[config.mk]
export PLATFORM = sky130hd
export DESIGN_NAME = stepper_half_step_velocity_generator
export DESIGN_NICKNAME = d
export VERILOG_FILES = /design/src/hdl/shsvg_pkg.sv /design/src/hdl/stepper_half_step_velocity_generator.sv /design/src/hdl/shsvg_axis_alu.sv
export SDC_FILE = /design/constraint.sdc
export NUM_CORES = 1
export LEC_CHECK = 0
export ABC_CLOCK_PERIOD_IN_PS = 10670
export BUFFER_PORTS_ARGS = -buffer_cell sky130_fd_sc_hd__buf_2
export CAP_MARGIN = 5
export CORE_AREA = 2 2 201 203
export CTS_BUF_LIST = sky130_fd_sc_hd__clkbuf_8 sky130_fd_sc_hd__clkbuf_16
export DETAILED_ROUTE_END_ITERATION = 12
export DIE_AREA = 0 0 203 205
export PLACE_DENSITY = 0.8
export SLEW_MARGIN = 20
export SYNTH_ARGS = -nofsm -noshare
export SYNTH_HDL_FRONTEND = slang
export SYNTH_SLANG_ARGS = --single-unit
[constraint.sdc]
create_clock -name i_clk -period 10.67 [get_ports i_clk]
set_clock_uncertainty 0.15 [all_clocks]
set_input_delay 1.067 -clock i_clk [delete_from_list [all_inputs] [get_ports i_clk]]
set_output_delay 1.067 -clock i_clk [all_outputs]
set_load 0.01 [all_outputs]
[src/hdl/shsvg_pkg.sv]
`timescale 1ns / 1ps
`default_nettype none

package shsvg_pkg;

    localparam int AXES = 3;
    localparam int AXIS_W = 2;
    localparam int TICK_RATE = 20000;
    localparam int RATE_CEILING = 4000;
    localparam int RATE_W = 12;
    localparam int SPEED_W = 13;
    localparam int PHASE_W = 17;

    localparam logic [1:0] ACT_TICK = 2'd0;
    localparam logic [1:0] ACT_CMD  = 2'd1;
    localparam logic [1:0] ACT_STOP = 2'd2;

    localparam logic CFG_MAX_RATE = 1'b0;
    localparam logic CFG_RELEASE  = 1'b1;

    typedef struct packed {
        logic signed [SPEED_W-1:0] req_speed;
        logic signed [SPEED_W-1:0] app_speed;
        logic [31:0]               position;
        logic [PHASE_W-1:0]        phase;
        logic [2:0]                pidx;
        logic                      en;
        logic                      qstop;
        logic                      run;
        logic                      coils_on;
        logic                      clamp;
    } t_axis_state;

    localparam t_axis_state AXIS_RESET = '{
        req_speed: '0, app_speed: '0, position: '0, phase: '0, pidx: '0,
        en: 1'b0, qstop: 1'b1, run: 1'b0, coils_on: 1'b0, clamp: 1'b0
    };

    typedef struct packed {
        logic [1:0]  action;
        logic        enable;
        logic        quick_stop;
        logic        reset_position;
        logic [31:0] velocity;
        logic        disable_outputs;
    } t_request;

    function automatic logic [3:0] half_pattern(input logic [2:0] idx);
        logic [3:0] p;
        case (idx)
            3'd0: p = 4'b0001;
            3'd1: p = 4'b0011;
            3'd2: p = 4'b0010;
            3'd3: p = 4'b0110;
            3'd4: p = 4'b0100;
            3'd5: p = 4'b1100;
            3'd6: p = 4'b1000;
            3'd7: p = 4'b1001;
            default: p = 4'b0000;
        endcase
        return p;
    endfunction

endpackage

`default_nettype wire

[src/hdl/stepper_half_step_velocity_generator.sv]
`timescale 1ns / 1ps
`default_nettype none

// Channel   Handshake            Payload
// request   i_valid / o_stall    i_action, i_axis, i_enable, i_quick_stop,
//                                i_reset_position, i_velocity, i_disable_outputs
// result    o_valid / i_stall    o_axis_id, o_coils, o_position, o_applied_velocity,
//                                o_running, o_enabled, o_stopped_quick,
//                                o_velocity_clamped, o_energized, o_last
// config    i_cfg_we             i_cfg_idx, i_cfg_data
//
// Axis state sits in one synchronous memory, one entry per axis.
// Each reported axis passes through a memory read, an update and write back, and a
// result hand-off; a tick or stop all reports every axis, a command only its own axis.
// A dropped request (action 3, or a command to axis 3) is accepted and gives no result.
// Reset clears per-entry valid bits; an entry not yet written reads as the reset state.
// A stalled result holds the sequencer; no new request is taken until the last one leaves.

module stepper_half_step_velocity_generator (
    input  wire logic                i_clk,
    input  wire logic                i_rst_n,
    input  wire logic                i_valid,
    output logic                     o_stall,
    input  wire logic [1:0]          i_action,
    input  wire logic [1:0]          i_axis,
    input  wire logic                i_enable,
    input  wire logic                i_quick_stop,
    input  wire logic                i_reset_position,
    input  wire logic signed [31:0]  i_velocity,
    input  wire logic                i_disable_outputs,
    output logic                     o_valid,
    input  wire logic                i_stall,
    output logic [1:0]               o_axis_id,
    output logic [3:0]               o_coils,
    output logic signed [31:0]       o_position,
    output logic signed [12:0]       o_applied_velocity,
    output logic                     o_running,
    output logic                     o_enabled,
    output logic                     o_stopped_quick,
    output logic                     o_velocity_clamped,
    output logic                     o_energized,
    output logic                     o_last,
    input  wire logic                i_cfg_we,
    input  wire logic                i_cfg_idx,
    input  wire logic [11:0]         i_cfg_data
);

    typedef enum logic [3:0] {
        S_IDLE = 4'b0001,
        S_READ = 4'b0010,
        S_EXEC = 4'b0100,
        S_OUT  = 4'b1000
    } t_state;

    t_state                            r_state;
    shsvg_pkg::t_request               r_req;
    logic [shsvg_pkg::AXIS_W-1:0]      r_ax;
    logic                              r_single;
    logic [shsvg_pkg::RATE_W-1:0]      r_max_rate;
    logic                              r_release;
    shsvg_pkg::t_axis_state            r_mem [0:shsvg_pkg::AXES-1];
    logic [shsvg_pkg::AXES-1:0]        r_vld;
    shsvg_pkg::t_axis_state            r_rd;
    logic                              r_rd_vld;
    shsvg_pkg::t_axis_state            w_cur;
    shsvg_pkg::t_axis_state            w_nxt;
    logic                              w_accept;
    logic                              w_drop;
    logic                              w_last;

    assign o_stall  = (r_state != S_IDLE);
    assign w_accept = i_valid && (r_state == S_IDLE);
    assign w_drop   = (i_action != shsvg_pkg::ACT_TICK) && (i_action != shsvg_pkg::ACT_STOP) &&
                      !((i_action == shsvg_pkg::ACT_CMD) &&
                        (i_axis < shsvg_pkg::AXIS_W'(shsvg_pkg::AXES)));
    assign w_last   = r_single || (r_ax == shsvg_pkg::AXIS_W'(shsvg_pkg::AXES - 1));
    assign w_cur    = r_rd_vld ? r_rd : shsvg_pkg::AXIS_RESET;

    shsvg_axis_alu u_alu (
        .i_req      (r_req),
        .i_cur      (w_cur),
        .i_max_rate (r_max_rate),
        .i_release  (r_release),
        .o_nxt      (w_nxt)
    );

    always_ff @(posedge i_clk) begin
        if (!i_rst_n) begin
            r_max_rate <= shsvg_pkg::RATE_W'(shsvg_pkg::RATE_CEILING);
            r_release  <= 1'b1;
        end else if (i_cfg_we) begin
            case (i_cfg_idx)
                shsvg_pkg::CFG_MAX_RATE: r_max_rate <= i_cfg_data;
                shsvg_pkg::CFG_RELEASE:  r_release  <= i_cfg_data[0];
                default:                 r_release  <= r_release;
            endcase
        end
    end

    // state memory: registered read, write back in the update cycle
    always_ff @(posedge i_clk) begin
        if (r_state == S_READ) begin
            r_rd <= r_mem[r_ax];
        end
        if (r_state == S_EXEC) begin
            r_mem[r_ax] <= w_nxt;
        end
    end

    always_ff @(posedge i_clk) begin
        if (!i_rst_n) begin
            r_vld    <= '0;
            r_rd_vld <= 1'b0;
        end else begin
            if (r_state == S_READ) begin
                r_rd_vld <= r_vld[r_ax];
            end
            if (r_state == S_EXEC) begin
                r_vld[r_ax] <= 1'b1;
            end
        end
    end

    always_ff @(posedge i_clk) begin
        if (w_accept) begin
            r_req.action          <= i_action;
            r_req.enable          <= i_enable;
            r_req.quick_stop      <= i_quick_stop;
            r_req.reset_position  <= i_reset_position;
            r_req.velocity        <= i_velocity;
            r_req.disable_outputs <= i_disable_outputs;
            r_single              <= (i_action == shsvg_pkg::ACT_CMD);
        end
        if (r_state == S_EXEC) begin
            o_axis_id          <= r_ax;
            o_coils            <= w_nxt.coils_on ? shsvg_pkg::half_pattern(w_nxt.pidx) : 4'b0000;
            o_position         <= w_nxt.position;
            o_applied_velocity <= w_nxt.app_speed;
            o_running          <= w_nxt.run;
            o_enabled          <= w_nxt.en;
            o_stopped_quick    <= w_nxt.qstop;
            o_velocity_clamped <= w_nxt.clamp;
            o_energized        <= w_nxt.coils_on;
            o_last             <= w_last;
        end
    end

    always_ff @(posedge i_clk) begin
        if (!i_rst_n) begin
            r_state <= S_IDLE;
            r_ax    <= '0;
            o_valid <= 1'b0;
        end else begin
            case (r_state)
                S_IDLE: begin
                    if (w_accept && !w_drop) begin
                        r_ax    <= (i_action == shsvg_pkg::ACT_CMD) ? i_axis : '0;
                        r_state <= S_READ;
                    end
                end
                S_READ: begin
                    r_state <= S_EXEC;
                end
                S_EXEC: begin
                    o_valid <= 1'b1;
                    r_state <= S_OUT;
                end
                S_OUT: begin
                    // hold until the result is taken, then advance to the next axis or, after the last, return to idle
                    if (!i_stall) begin
                        o_valid <= 1'b0;
                        if (w_last) begin
                            r_state <= S_IDLE;
                        end else begin
                            r_ax    <= r_ax + shsvg_pkg::AXIS_W'(1);
                            r_state <= S_READ;
                        end
                    end
                end
                default: begin
                    r_state <= S_IDLE;
                    o_valid <= 1'b0;
                end
            endcase
        end
    end

endmodule

`default_nettype wire

[src/hdl/shsvg_axis_alu.sv]
`timescale 1ns / 1ps
`default_nettype none

module shsvg_axis_alu (
    input  wire shsvg_pkg::t_request                i_req,
    input  wire shsvg_pkg::t_axis_state             i_cur,
    input  wire logic [shsvg_pkg::RATE_W-1:0]       i_max_rate,
    input  wire logic                               i_release,
    output shsvg_pkg::t_axis_state                  o_nxt
);

    logic [shsvg_pkg::RATE_W-1:0]  w_lim;
    logic signed [31:0]            w_plim;
    logic signed [31:0]            w_nlim;
    logic signed [31:0]            w_vel;
    logic [shsvg_pkg::SPEED_W-1:0] w_neg;
    logic [shsvg_pkg::RATE_W-1:0]  w_mag;
    logic [shsvg_pkg::PHASE_W:0]   w_sum;
    logic [shsvg_pkg::PHASE_W-1:0] w_acc;

    always_comb begin
        if (i_max_rate == '0) begin
            w_lim = shsvg_pkg::RATE_W'(1);
        end else if (i_max_rate > shsvg_pkg::RATE_W'(shsvg_pkg::RATE_CEILING)) begin
            w_lim = shsvg_pkg::RATE_W'(shsvg_pkg::RATE_CEILING);
        end else begin
            w_lim = i_max_rate;
        end
    end

    assign w_plim = signed'({{(32-shsvg_pkg::RATE_W){1'b0}}, w_lim});
    assign w_nlim = -w_plim;
    assign w_vel  = signed'(i_req.velocity);
    assign w_neg  = -i_cur.req_speed;
    assign w_mag  = i_cur.req_speed[shsvg_pkg::SPEED_W-1] ?
                    w_neg[shsvg_pkg::RATE_W-1:0] : i_cur.req_speed[shsvg_pkg::RATE_W-1:0];
    assign w_sum  = {1'b0, i_cur.phase} + {{(shsvg_pkg::PHASE_W+1-shsvg_pkg::RATE_W){1'b0}}, w_mag};
    assign w_acc  = w_sum[shsvg_pkg::PHASE_W-1:0];

    always_comb begin
        o_nxt = i_cur;
        case (i_req.action)
            shsvg_pkg::ACT_TICK: begin
                if (!i_cur.en) begin
                    o_nxt.app_speed = '0;
                    o_nxt.run       = 1'b0;
                    o_nxt.phase     = '0;
                    if (i_release) begin
                        o_nxt.coils_on = 1'b0;
                    end
                end else begin
                    o_nxt.coils_on = 1'b1;
                    if (i_cur.qstop || i_cur.req_speed == '0) begin
                        o_nxt.app_speed = '0;
                        o_nxt.run       = 1'b0;
                        o_nxt.phase     = '0;
                    end else begin
                        o_nxt.app_speed = i_cur.req_speed;
                        o_nxt.run       = 1'b1;
                        o_nxt.phase     = w_acc;
                        // on phase overflow, move one half step in the direction of the speed's sign
                        if (w_acc >= shsvg_pkg::PHASE_W'(shsvg_pkg::TICK_RATE)) begin
                            o_nxt.phase = w_acc - shsvg_pkg::PHASE_W'(shsvg_pkg::TICK_RATE);
                            if (!i_cur.req_speed[shsvg_pkg::SPEED_W-1]) begin
                                o_nxt.pidx     = i_cur.pidx + 3'd1;
                                o_nxt.position = i_cur.position + 32'd1;
                            end else begin
                                o_nxt.pidx     = i_cur.pidx - 3'd1;
                                o_nxt.position = i_cur.position - 32'd1;
                            end
                        end
                    end
                end
            end
            shsvg_pkg::ACT_CMD: begin
                if (i_req.reset_position) begin
                    o_nxt.position = '0;
                    o_nxt.phase    = '0;
                end
                if (w_vel > w_plim) begin
                    o_nxt.req_speed = w_plim[shsvg_pkg::SPEED_W-1:0];
                    o_nxt.clamp     = 1'b1;
                end else if (w_vel < w_nlim) begin
                    o_nxt.req_speed = w_nlim[shsvg_pkg::SPEED_W-1:0];
                    o_nxt.clamp     = 1'b1;
                end else begin
                    o_nxt.req_speed = w_vel[shsvg_pkg::SPEED_W-1:0];
                    o_nxt.clamp     = 1'b0;
                end
                o_nxt.en    = i_req.enable;
                o_nxt.qstop = i_req.quick_stop;
                if (!i_req.enable || i_req.quick_stop) begin
                    o_nxt.app_speed = '0;
                    o_nxt.run       = 1'b0;
                    o_nxt.phase     = '0;
                end
            end
            shsvg_pkg::ACT_STOP: begin
                o_nxt.req_speed = '0;
                o_nxt.qstop     = 1'b1;
                o_nxt.app_speed = '0;
                o_nxt.run       = 1'b0;
                o_nxt.phase     = '0;
                if (i_req.disable_outputs) begin
                    o_nxt.en = 1'b0;
                end
            end
            default: begin
                o_nxt = i_cur;
            end
        endcase
    end

endmodule

`default_nettype wire

==> impl_metrics.ini <==
[run_status]
status = completed

[clock_network]
clkTransAtPathRegs_ns = 0.06
cts_num_sinks = 452
cts_max_path_buffers = 3
cts-root-buf = clkbuf_16
cts_resized = 0
cts_tree = built
cts-buffers-inserted = 46
post_cts_buffers = 0
cts.htree.levels = 2
clk_latency_ns = 0.59
ctsHoldBuffers = 0

[die]
row_count = 73
die_x_microns = 203
initial_core_util_pct = 55.5
die_area_sq_um = 41600
core_area_sq_um = 39400
die_h_microns = 205
pin_count = 117

[critical_path]
cp_common_cell = o21ai_0
path_buf_inv = 0
cp_max_fo = 52
cp-end-kind = register
crit_type = reg -> reg
arrival_ns = 6.07
cpPeakStageDelay_ns = 0.56
startpoint = r_rd[72]$_DFFE_PN_
critPathTopFamily = simple AND/OR/NAND/NOR gates
required_ns = 10.86
r2r-start = r_rd[72]$_DFFE_PN_
cp_cell_sequence = or4_1 -> o21ai_0 -> nand3_1 -> nor3_1 -> nand2b_1 -> xnor2_1 -> and2_1 -> ha_1 -> nor2_1 -> nor2_1 -> o21ai_0 -> a21o_1 -> a31oi_1 -> a211o_2 -> nand3_4 -> nor3_1 -> a21oi_1 -> o21ai_0
start_kind = register
cp_slowest_cell = or4_1

[power_and_ir_drop]
leakagePower_nw = 8.70
powerDensity_nw_per_um2 = 189
vdd_drop_max_uv = 138

[timing]
finalSetupTns_ns = 0
setup_viol = 0
timing.slew.headroom_pct = 32.2
fin_crit_sh_pct = 55.1
maxSlewViolCount = 0
final_hold_viol_count = 0
finalCriticalPeriod_ns = 5.88
max_freq_mhz = 170
timing.hold.ws_ns = 0.318
tightest_slew_ns = 1.02
rsz0062_at_grt = false

[grt]
gr-total-overflow = 0
first_global_vias = 14289
grt_usage_pct = 23.6
grt_pass1_wl_mm = 76.8
antenna_found_initial = 0
grt_max_degree = 101

[place]
post-dp-hpwl_mm = 31.2
dp_cells = 2337
place_congestion = 0.874
port_buffers = 116

[drt]
drt_first_pass_iters = 7
post-route-drc-count = 0
viasPerCell = 5.95
drt_iter0_drc = 1150
ant_nets = 0
wl_per_cell_microns = 20.1
routed_wl_mm = 48.7
routed-via-count = 14400

[cells_and_area]
final_cell_mix = 428 x edfxtp_1, 202 x nand2_1, 155 x o21ai_0
fin_cells = 2422
layout.nets = 2018
n_antenna_cell = 0
drive_above_1_share_pct = 12.8
fin_util_pct = 62.2
area_delta_synth_final_pct = 12.1
mostFrequentLayoutCell = edfxtp_1

[min_path]
hold_start = r_vld[2]$_SDFFE_PN0P_
hold_class = reg -> reg

[job]
drv_cap = 0

[synthesis]
yosys_warnings = 0
synth-seq-cells = 452
yosysUniqueCellTypes = 82
synth_area_per_cell_sq_um = 12.5
syn_inst = 1752
ys.flop_type = edfxtp_1
async_reset_ff_share_pct = 0
netlist_area_sq_um = 21900
seq_area_frac_synth_pct = 61.0
synth-edff-count = 428
## stage by stage
stage | total power (W) | setup WS [ns] | instance area [sq um]
global route | 0.00483 | 4.28 | 24500
floorplan | 0.00280 | 4.36 | 21900
finish | 0.00463 | 4.79 | 24500
CTS | 0.00465 | 4.42 | 24500
global placement | 0.00301 | 4.57 | 23000
detailed placement | 0.00305 | 4.44 | 23000
## cells by family (layout without fill, tap and decap cells)
logic type                 after synthesis  count (layout)  synth area share [%]
muxes                                  107             107                  4.94
adders and majority gates              100             100                  5.83
AOI/OAI and AO/OA                      434             434                  13.0
buffers and inverters                  115             252                  2.02
DFF                                    452             452                  61.0
and+or+nand+nor                        479             479                  10.6
xor gates and xnor gates                64              64                  2.63
other                                    1               9                0.0172
## cell usage after synthesis (5+ instances only)
cell type | n | share of area, %
nor2b_1 | 23 | 0.66
inv_1 | 38 | 0.65
a22o_1 | 24 | 0.96
edfxtp_1 | 428 | 59
or2_2 | 5 | 0.14
mux2_2 | 6 | 0.31
o21ai_0 | 155 | 3.6
nor4_1 | 6 | 0.17
o31ai_1 | 5 | 0.17
buf_1 | 6 | 0.10
ha_1 | 97 | 5.6
a32o_1 | 5 | 0.23
mux2i_1 | 101 | 4.6
o221ai_1 | 6 | 0.24
xor2_1 | 23 | 0.92
o21a_1 | 15 | 0.52
a31oi_1 | 14 | 0.40
nor4b_1 | 5 | 0.20
a21boi_0 | 6 | 0.21
a211oi_1 | 11 | 0.38
nand3_1 | 39 | 0.89
dfxtp_1 | 24 | 2.2
and2_1 | 66 | 1.9
nor2_1 | 64 | 1.1
a21oi_1 | 74 | 1.7
o211ai_1 | 12 | 0.41
xnor2_1 | 39 | 1.6
nand4_1 | 15 | 0.43
a22oi_1 | 5 | 0.17
nor3_1 | 12 | 0.27
a21o_1 | 44 | 1.5
buf_2 | 7 | 0.16
nand2_1 | 202 | 3.5
and3_1 | 10 | 0.29
nand2b_1 | 16 | 0.46
clkbuf_1 | 63 | 1.1
o2bb2ai_1 | 6 | 0.24
## report_power, final
part / leakage [nW] / internal [W] / switching, W
Clock: 0.786 / 0.000939 / 0.000672
Combinational: 4.01 / 0.000281 / 0.000508
Sequential: 3.91 / 0.00211 / 0.000121
Total: 8.70 / 0.00333 / 0.00130
## state kept, by name (all words and copies together), names as in the netlist, 2 cells and up
signal	flops
r_mem	249
o_position	32
o_axis_id	2
o_applied_velocity	13
r_max_rate	12
r_rd	83
o_coils	4
r_req	38
r_ax	2
r_vld	3
r_state	4
## final cells by class
cell class                      instances  area, sq um
Clock buffer                           49         1200
Clock inverter                         36          318
Multi-Input combinational cell       1193         8160
Inverter                               39          146
Sequential cell                       452        13300
Timing Repair Buffer                  128          671
Fill cell                            2972        14900
Tap cell                              525          657
## routing by layer
layer / routed length, microns / vias to the layer above / GRT usage, %
met5: 0 / - / 0
met3: 2540 / 84 / 3.13
met4: 1240 / 0 / 8.32
li1: - / 6818 / -
met2: 24100 / 454 / 41.2
met1: 20900 / 7044 / 30.3
## final timing paths
kind	to	slack (ns)	cells past startpoint
worst max-delay path	o_position[2]$_DFFE_PP_	4.79	18
worst min-delay path	r_vld[2]$_SDFFE_PN0P_	0.32	1
worst max register to register	o_position[2]$_DFFE_PP_	4.79	18
worst min register to register	r_vld[2]$_SDFFE_PN0P_	0.32	1
No activity file was read; power rests on OpenSTA's default activity.
